$ cat config.mk
export PLATFORM = sky130hd
export DESIGN_NAME = preemptive_priority_scheduler
export DESIGN_NICKNAME = d
export VERILOG_FILES = /design/src/sv/ppsch_pkg.sv /design/src/sv/ppsch_cell.sv /design/src/sv/preemptive_priority_scheduler.sv
export SDC_FILE = /design/constraint.sdc
export NUM_CORES = 2
export LEC_CHECK = 0
export ABC_AREA = 1
export BUFFER_PORTS_ARGS = -buffer_cell sky130_fd_sc_hd__buf_2
export CAP_MARGIN = 5
export CORE_ASPECT_RATIO = 0.9
export CORE_MARGIN = 4
export CORE_UTILIZATION = 55
export DETAILED_ROUTE_END_ITERATION = 7
export PLACE_DENSITY = 0.74
export SLEW_MARGIN = 0
export SYNTH_ARGS = -nofsm -noshare
export SYNTH_HDL_FRONTEND = slang
export SYNTH_HIERARCHICAL = 1
export SYNTH_SLANG_ARGS = --single-unit
$ cat constraint.sdc
create_clock -name clk -period 3.5 [get_ports clk]
set_input_delay 0.525 -clock clk [delete_from_list [all_inputs] [get_ports clk]]
set_output_delay 0.525 -clock clk [all_outputs]
set_load 0.05 [all_outputs]
$ cat src/sv/ppsch_pkg.sv
// ----------------------------------------------------------------------------
// Scheduler package
// Shared widths, command and status codes, and the scan token that moves
// along the row of process cells.
// ----------------------------------------------------------------------------
package ppsch_pkg;

  localparam int MAX_PROCS_DEF = 16;

  localparam int TIME_W     = 16;
  localparam int PRI_W      = 8;
  localparam int STATUS_W   = 3;
  localparam int SLOT_OUT_W = 4;

  localparam logic [TIME_W-1:0] TIME_MAX = {TIME_W{1'b1}};

  localparam logic CMD_LOAD = 1'b0;
  localparam logic CMD_TICK = 1'b1;

  typedef enum logic [STATUS_W-1:0] {
    ST_LOADED   = 3'd0,
    ST_FULL     = 3'd1,
    ST_RAN      = 3'd2,
    ST_IDLE     = 3'd3,
    ST_FINISHED = 3'd4
  } status_t;

  // Best candidate found so far during a scan. The slot number travels
  // beside it because its width follows the table depth.
  typedef struct packed {
    logic              vld;
    logic              found;
    logic              any_left;
    logic [PRI_W-1:0]  pri;
    logic [TIME_W-1:0] arr;
    logic [TIME_W-1:0] rem;
  } tok_t;

endpackage

$ cat src/sv/ppsch_cell.sv
// ----------------------------------------------------------------------------
// Process cell
// Holds one table entry and compares it against the scan token passing by,
// handing the winner on to the next cell through a register.
// ----------------------------------------------------------------------------
module ppsch_cell #(
  parameter int IDX_W    = 4,
  parameter int CELL_IDX = 0
) (
  input  logic                          clk,
  input  logic                          rst_n,
  input  logic                          used,
  input  logic [ppsch_pkg::TIME_W-1:0]  now,
  input  logic                          wr_en,
  input  logic [IDX_W-1:0]              wr_slot,
  input  logic [ppsch_pkg::TIME_W-1:0]  wr_arr,
  input  logic [ppsch_pkg::TIME_W-1:0]  wr_rem,
  input  logic [ppsch_pkg::PRI_W-1:0]   wr_pri,
  input  logic                          dec_en,
  input  logic [IDX_W-1:0]              dec_slot,
  input  ppsch_pkg::tok_t               tok_in,
  input  logic [IDX_W-1:0]              slot_in,
  output ppsch_pkg::tok_t               tok_out,
  output logic [IDX_W-1:0]              slot_out
);
  import ppsch_pkg::*;

  localparam logic [IDX_W-1:0] MY_IDX = IDX_W'(CELL_IDX);

  logic [TIME_W-1:0] arr_r;
  logic [TIME_W-1:0] rem_r;
  logic [PRI_W-1:0]  pri_r;
  tok_t              tok_r;
  tok_t              tok_nxt;
  logic              vld_r;
  logic [IDX_W-1:0]  slot_r;
  logic [IDX_W-1:0]  slot_nxt;
  logic              live;
  logic              eligible;
  logic              take;

  assign live     = used && (rem_r != '0);
  assign eligible = live && (arr_r <= now);
  // Strict compares keep the lower slot on an exact tie.
  assign take     = eligible && (!tok_in.found || (pri_r > tok_in.pri) ||
                    ((pri_r == tok_in.pri) && (arr_r < tok_in.arr)));

  always_comb begin
    tok_nxt          = tok_in;
    tok_nxt.found    = tok_in.found | eligible;
    tok_nxt.any_left = tok_in.any_left | live;
    slot_nxt         = slot_in;
    if (take) begin
      tok_nxt.pri = pri_r;
      tok_nxt.arr = arr_r;
      tok_nxt.rem = rem_r;
      slot_nxt    = MY_IDX;
    end
  end

  always_ff @(posedge clk) begin
    if (wr_en && (wr_slot == MY_IDX)) begin
      arr_r <= wr_arr;
      rem_r <= wr_rem;
      pri_r <= wr_pri;
    end else if (dec_en && (dec_slot == MY_IDX)) begin
      rem_r <= rem_r - 1'b1;
    end
  end

  always_ff @(posedge clk) begin
    tok_r  <= tok_nxt;
    slot_r <= slot_nxt;
  end

  always_ff @(posedge clk) begin
    if (!rst_n) begin
      vld_r <= 1'b0;
    end else begin
      vld_r <= tok_in.vld;
    end
  end

  always_comb begin
    tok_out     = tok_r;
    tok_out.vld = vld_r;
  end

  assign slot_out = slot_r;

endmodule

$ cat src/sv/preemptive_priority_scheduler.sv
// Requests are handled one at a time: in_stall stays high from the accepting
// edge until the result has moved into the output register. A tick's result
// waits for the scan token walking the row of cells one cell per cycle, while
// a load's result goes straight to the result register. Output stalls hold
// the result and delay the next request.
// Reset (synchronous, active low) clears the process count, the time counter
// and all handshake state; table entries stay undefined until loaded.
// ----------------------------------------------------------------------------
// Preemptive priority scheduler
// A row of process cells holds the table. A tick sends a scan token through
// the row; it leaves the last cell carrying the best eligible process, which
// is then run for one time unit.
// ----------------------------------------------------------------------------
module preemptive_priority_scheduler #(
  parameter int MAX_PROCS = ppsch_pkg::MAX_PROCS_DEF
) (
  input  logic                              clk,
  input  logic                              rst_n,
  input  logic                              in_valid,
  output logic                              in_stall,
  input  logic                              in_cmd,
  input  logic [ppsch_pkg::TIME_W-1:0]      in_arrival_time,
  input  logic [ppsch_pkg::TIME_W-1:0]      in_burst_time,
  input  logic [ppsch_pkg::PRI_W-1:0]       in_priority_req,
  output logic                              out_valid,
  input  logic                              out_stall,
  output logic [ppsch_pkg::STATUS_W-1:0]    out_status,
  output logic [ppsch_pkg::SLOT_OUT_W-1:0]  out_slot,
  output logic                              out_completed,
  output logic [ppsch_pkg::TIME_W-1:0]      out_tick_time
);
  import ppsch_pkg::*;

  localparam int IDX_W = $clog2(MAX_PROCS);
  localparam int CNT_W = $clog2(MAX_PROCS + 1);

  // The controller waits for a request, walks a scan through the cells for
  // a tick, then holds the finished result until the output register frees.
  typedef enum logic [2:0] {
    S_IDLE = 3'b001,
    S_SCAN = 3'b010,
    S_RESP = 3'b100
  } state_t;

  state_t                  state_r, state_nxt;
  logic [CNT_W-1:0]        loaded_count_r, loaded_count_nxt;
  logic [TIME_W-1:0]       time_now_r, time_now_nxt;

  // Result waiting to enter the output register.
  status_t                 res_status_r, res_status_nxt;
  logic [SLOT_OUT_W-1:0]   res_slot_r, res_slot_nxt;
  logic                    res_completed_r, res_completed_nxt;
  logic [TIME_W-1:0]       res_time_r, res_time_nxt;

  // Output register.
  logic                    out_valid_r, out_valid_nxt;
  logic [STATUS_W-1:0]     out_status_r;
  logic [SLOT_OUT_W-1:0]   out_slot_r;
  logic                    out_completed_r;
  logic [TIME_W-1:0]       out_tick_time_r;

  logic                    accept;
  logic                    table_full;
  logic                    wr_en;
  logic                    scan_done;
  logic                    dec_en;
  logic                    out_load;
  logic [TIME_W-1:0]       time_adv;

  tok_t                    chain [MAX_PROCS+1];
  logic [IDX_W-1:0]        slot_chain [MAX_PROCS+1];
  logic [MAX_PROCS-1:0]    tok_vld_vec;

  assign in_stall   = (state_r != S_IDLE);
  assign accept     = in_valid && !in_stall;
  assign table_full = (loaded_count_r == CNT_W'(MAX_PROCS));
  assign wr_en      = accept && (in_cmd == CMD_LOAD) && !table_full;

  // A tick request injects a fresh token straight into the first cell.
  always_comb begin
    chain[0]          = '0;
    chain[0].vld      = accept && (in_cmd == CMD_TICK);
    slot_chain[0]     = '0;
  end

  // The table is the row of cells. Cell i takes part only once it has been
  // loaded, that is while i is below the process count.
  for (genvar i = 0; i < MAX_PROCS; i++) begin : g_cell
    logic used;
    assign used = (CNT_W'(i) < loaded_count_r);

    ppsch_cell #(
      .IDX_W    (IDX_W),
      .CELL_IDX (i)
    ) u_cell (
      .clk      (clk),
      .rst_n    (rst_n),
      .used     (used),
      .now      (time_now_r),
      .wr_en    (wr_en),
      .wr_slot  (loaded_count_r[IDX_W-1:0]),
      .wr_arr   (in_arrival_time),
      .wr_rem   (in_burst_time),
      .wr_pri   (in_priority_req),
      .dec_en   (dec_en),
      .dec_slot (slot_chain[MAX_PROCS]),
      .tok_in   (chain[i]),
      .slot_in  (slot_chain[i]),
      .tok_out  (chain[i+1]),
      .slot_out (slot_chain[i+1])
    );

    assign tok_vld_vec[i] = chain[i+1].vld;
  end

  // When the token leaves the last cell it carries the winner, if any, and
  // whether any loaded process still has work left. The winner's remaining
  // time is decremented at that same edge.
  assign scan_done = (state_r == S_SCAN) && chain[MAX_PROCS].vld;
  assign dec_en    = scan_done && chain[MAX_PROCS].found;
  assign time_adv  = (time_now_r != TIME_MAX) ? (time_now_r + 1'b1) : time_now_r;

  // The finished result moves on whenever the output register is empty or
  // is being read in this cycle.
  assign out_load  = (state_r == S_RESP) && (!out_valid_r || !out_stall);

  always_comb begin
    state_nxt         = state_r;
    loaded_count_nxt  = loaded_count_r;
    time_now_nxt      = time_now_r;
    res_status_nxt    = res_status_r;
    res_slot_nxt      = res_slot_r;
    res_completed_nxt = res_completed_r;
    res_time_nxt      = res_time_r;

    unique case (state_r)
      S_IDLE: begin
        if (accept) begin
          if (in_cmd == CMD_LOAD) begin
            res_completed_nxt = 1'b0;
            res_time_nxt      = '0;
            if (table_full) begin
              res_status_nxt = ST_FULL;
              res_slot_nxt   = '0;
            end else begin
              res_status_nxt   = ST_LOADED;
              res_slot_nxt     = SLOT_OUT_W'(loaded_count_r[IDX_W-1:0]);
              loaded_count_nxt = loaded_count_r + 1'b1;
            end
            state_nxt = S_RESP;
          end else begin
            state_nxt = S_SCAN;
          end
        end
      end
      S_SCAN: begin
        if (scan_done) begin
          res_time_nxt = time_now_r;
          if (!chain[MAX_PROCS].any_left) begin
            // Every loaded process is done: time holds.
            res_status_nxt    = ST_FINISHED;
            res_slot_nxt      = '0;
            res_completed_nxt = 1'b0;
          end else if (!chain[MAX_PROCS].found) begin
            // Work remains but nothing has arrived yet.
            res_status_nxt    = ST_IDLE;
            res_slot_nxt      = '0;
            res_completed_nxt = 1'b0;
            time_now_nxt      = time_adv;
          end else begin
            res_status_nxt    = ST_RAN;
            res_slot_nxt      = SLOT_OUT_W'(slot_chain[MAX_PROCS]);
            res_completed_nxt = (chain[MAX_PROCS].rem == TIME_W'(1));
            time_now_nxt      = time_adv;
          end
          state_nxt = S_RESP;
        end
      end
      S_RESP: begin
        if (out_load) begin
          state_nxt = S_IDLE;
        end
      end
      default: begin
        state_nxt = S_IDLE;
      end
    endcase
  end

  always_comb begin
    if (out_load) begin
      out_valid_nxt = 1'b1;
    end else if (out_valid_r && !out_stall) begin
      out_valid_nxt = 1'b0;
    end else begin
      out_valid_nxt = out_valid_r;
    end
  end

  always_ff @(posedge clk) begin
    if (!rst_n) begin
      state_r        <= S_IDLE;
      loaded_count_r <= '0;
      time_now_r     <= '0;
      out_valid_r    <= 1'b0;
    end else begin
      state_r        <= state_nxt;
      loaded_count_r <= loaded_count_nxt;
      time_now_r     <= time_now_nxt;
      out_valid_r    <= out_valid_nxt;
    end
  end

  always_ff @(posedge clk) begin
    res_status_r    <= res_status_nxt;
    res_slot_r      <= res_slot_nxt;
    res_completed_r <= res_completed_nxt;
    res_time_r      <= res_time_nxt;
    if (out_load) begin
      out_status_r    <= res_status_r;
      out_slot_r      <= res_slot_r;
      out_completed_r <= res_completed_r;
      out_tick_time_r <= res_time_r;
    end
  end

  assign out_valid     = out_valid_r;
  assign out_status    = out_status_r;
  assign out_slot      = out_slot_r;
  assign out_completed = out_completed_r;
  assign out_tick_time = out_tick_time_r;

`ifndef ASSERT_OFF
  // Only one scan may be in flight in the row of cells.
  a_one_token: assert property (@(posedge clk) disable iff (!rst_n)
    $countones(tok_vld_vec) <= 1)
    else $error("more than one scan token in the cell row");

  // A token reaches the end of the row only while a scan is running.
  a_token_in_scan: assert property (@(posedge clk) disable iff (!rst_n)
    chain[MAX_PROCS].vld |-> (state_r == S_SCAN))
    else $error("scan token left the row outside a scan");

  // The process count never passes the table depth.
  a_count_bound: assert property (@(posedge clk) disable iff (!rst_n)
    loaded_count_r <= CNT_W'(MAX_PROCS))
    else $error("process count beyond table depth");

  // Time never runs backward.
  a_time_mono: assert property (@(posedge clk) disable iff (!rst_n)
    1'b1 |=> (time_now_r >= $past(time_now_r)))
    else $error("time counter went backward");
`endif

endmodule

==> run summary <==
STA puts the critical path data required time at 4.01 ns. The post-layout minimum cycle time came out at 3.24 ns. The average wire per standard cell was 18.3 um.

The start-to-end type of the worst setup path is reg -> reg. Post-detailed-route via-to-cell ratio: 5.41. Setup total negative slack on the finished layout was measured at 0 ns. Net switching is 24.5% of the power. The first global-routing pass estimated 301000 um of wire. Routability congestion estimate from global placement: 0.913.

Setup violations remaining at the end of the flow were counted as 0. The peak ir drop on the vdd network is 0.000487 V, and the number of inserted filler cells in the final layout is 10794. Derived from the worst setup path, the maximum achievable clock frequency is 308 MHz. The run gives 20.5% as the relative max-transition margin. The category of the worst setup path capture point was a flop.

The tools report the number of pins with negative max-slew slack in the final report as 0. The number of buffers on the longest clock path is 3. Buffers inserted during clock tree synthesis total 147. TritonCTS built the clock tree. The number of warning messages in the yosys log is 6. Once placement finished, the instance area stood at 74700 um^2. In this run the static leakage power is 36.6 nW. 71 I/O pins were placed. The critical-path maximum fanout is 42, and the core outline area is 131000 um^2. The final-report hold violation count was 0.

After detailed routing, the number of remaining DRC violations is 0. In this run the power density over the cells is 482 nW/um^2. In the finished design, the share of the clock period the worst path needs comes to 92.7%.

The initial antenna violation count was 9; the net switching power of the design was 9.40 mW. In this run, the number of DRC markers left after iteration 0 of detailed routing was 4732. The tools report the detailed-route wire length as 192000 um. The fraction of layout instances using a drive strength above 1 was 7.20%. The run finished with clean final reports. At the pin with the least slew margin, the transition time is 1.19 ns. After the last flow step, the layout net total stands at 9310. Total internal power: 29.0 mW.

The effective utilization at floorplan was 55.4%. The worst setup path is launched from a flop. The setup check on the worst reg-to-reg path leaves a slack of 0.26 ns. In the global route stage, overall resource usage came out at 27.6%. The combined flip-flop and latch cell area is 35700 um^2.

The signal arrival time at the worst endpoint is 3.75 ns. The die covers 138000 um^2. Synthesis produced 8450 cells.

Setup repair after global routing left no endpoint under its margin. The count of buffers added on input and output ports is 70. For the clock network latency to the later pin of the worst-skew pair, the log shows 0.80 ns. The number of global-route vias before repair came out at 56011. The number of optimization iterations in the first detailed-route pass was 6.

Across all layers, the routed design uses 56744 vias. Entering global routing, the biggest net connects 46 pins. The chip height came out at 353 um.

The post-synth design cell area was 72500 um^2. On the final layout, the worst clock skew is 0.0396 ns. The clock network burns 41.6% of the power. Once layout is done, the placed cells without fillers occupy 79700 um^2.

CTS built an H-tree with a depth of 4. In this run, the combinational gates consume 8.4% of the power. Compared with the post-synthesis result, the final layout area differs by 9.84%.

The share of power burned in registers was 50.0%. The root buffer cell chosen for the clock tree is sky130_fd_sc_hd__clkbuf_16. In this run the core area contains 126 standard-cell rows. The mean area per synthesized cell works out to 8.58 um^2. The utilization after layout came out at 60.8%. The width of the die is 391 um. The run gives 0 as the remaining global-route overflow. Type of the worst min-delay path: in -> reg. Summing all multi-input logic gate instances after layout gives 30900 um^2. Counting every sink on the clock net gives 1441. After clock tree synthesis, the clock-pin slew on the worst setup and hold paths is 0.07 ns.

Placed wire-length estimate: 138000 um. In this run the remaining antenna-violating nets after routing total 0. For the max capacitance violation total, the log shows 0.
==> registers in the layout (all words and copies together), names as in the netlist <==
name	flops
res_status_r	3
time_now_r	16
res_slot_r	4
g_cell.u_cell/arr_r	256
out_slot	4
res_completed_r	1
g_cell.u_cell/vld_r	16
out_status	3
out_completed	1
g_cell.u_cell/slot_out	64
out_tick_time	16
g_cell.u_cell/rem_r	256
out_valid	1
state_r	3
g_cell.u_cell/pri_r	128
loaded_count_r	5
res_time_r	16
g_cell.u_cell/tok_out	648
==> worst paths after layout <==
kind	from	cells past startpoint	end
setup / recovery	state_r[1]$_SDFFE_PN0P_	12	g_cell[14].u_cell/rem_r[7]$_DFFE_PP_
hold / removal	rst_n	3	state_r[0]$_SDFFE_PN1P_
setup reg to reg	state_r[1]$_SDFFE_PN0P_	12	g_cell[14].u_cell/rem_r[7]$_DFFE_PP_
hold reg to reg	g_cell[14].u_cell/slot_out[3]$_SDFF_PP1_	2	g_cell[15].u_cell/slot_out[3]$_SDFF_PP1_
==> metal layers <==
metal / wire [um] / track usage, % / vias up
met5: 16 / 0 / -
met4: 9000 / 13.1 / 2
met3: 16900 / 4.80 / 492
met2: 88100 / 45.4 / 2415
met1: 78100 / 35.5 / 26203
li1: - / - / 27632
==> layout by cell type (no fill, tap or decap), drive strengths merged <==
| master | n |
|---|---|
| clkinvlp | 3 |
| o21ai | 275 |
| o31ai | 8 |
| or3 | 4 |
| nor3b | 5 |
| nor2 | 554 |
| dlygate4sd3 | 1 |
| nand4 | 74 |
| o41ai | 2 |
| dfxtp | 753 |
| o21a | 16 |
| o22a | 4 |
| and3 | 13 |
| ha | 643 |
| inv | 1207 |
| a21o | 16 |
| and2 | 2 |
| a31oi | 68 |
| diode | 4 |
| xnor2 | 8 |
| conb | 71 |
| clkinv | 46 |
| o22ai | 1 |
| a21oi | 278 |
| nor4 | 20 |
| clkbuf | 213 |
| buf | 207 |
| nand3 | 736 |
| nand2 | 2507 |
| or2 | 40 |
| xor2 | 127 |
| nor3 | 84 |
| a41oi | 1 |
| bufinv | 9 |
| edfxtp | 688 |
| a21boi | 64 |
==> power groups by stage <==
| stage | sequential (mW) | clock [mW] | combinational (mW) |
|---|---|---|---|
| after global routing | 19.3 | 17.0 | 3.67 |
| final | 19.2 | 16.0 | 3.23 |
| after floorplan | 19.4 | 0 | 2.16 |
| after global placement | 19.6 | 0 | 3.01 |
| after detailed placement | 19.6 | 0 | 3.15 |
| after CTS | 19.2 | 16.3 | 3.18 |
==> critical path, cell delays in order, from the launching register on <==
cell	delay, ns
sky130_fd_sc_hd__dfxtp_1	0.32
sky130_fd_sc_hd__inv_1	0.13
sky130_fd_sc_hd__nand3_1	0.19
sky130_fd_sc_hd__nor2_1	0.36
sky130_fd_sc_hd__nand3_1	0.32
sky130_fd_sc_hd__clkinvlp_4	0.34
sky130_fd_sc_hd__buf_4	0.20
sky130_fd_sc_hd__inv_1	0.05
sky130_fd_sc_hd__nor2_1	0.08
sky130_fd_sc_hd__nand4_1	0.22
sky130_fd_sc_hd__clkinv_1	0.10
sky130_fd_sc_hd__buf_4	0.43
sky130_fd_sc_hd__o21ai_0	0.19
==> repair_timing <==
| item | CTS | global route |
|---|---|---|
| hold buffers | 1 | 0 |
| endpoints found under the hold margin | 1 | 0 |
| resized for setup | 1 | 0 |
| buffers inserted | 0 | 4 |
| endpoints found under the setup margin | 45 | 48 |
==> area by class of cell <==
cell class	count	share of cell area [%]
Inverter	1203	5.67
Clock inverter	62	0.768
Clock buffer	213	5.45
Antenna cell	4	0.0126
Tap cell	1728	2.71
Timing Repair Buffer	208	1.81
Sequential cell	1441	44.8
Multi-Input combinational cell	5621	38.7
==> metrics by stage <==
| stage | hold WS [ns] | setup slack [ns] | power [mW] | std cells |
|---|---|---|---|---|
| after CTS | 0.160 | 0.172 | 38.6 | 10472 |
| after global placement | 0.388 | -0.0224 | 22.6 | 10196 |
| final | 0.221 | 0.257 | 38.4 | 10480 |
| after detailed placement | 0.396 | -0.0287 | 22.7 | 10196 |
| after floorplan | 0.387 | 0.0675 | 21.5 | 8520 |
| after global routing | 0.219 | 0.0726 | 40.0 | 10480 |
Note: power is estimated with default switching activity, not from simulation.
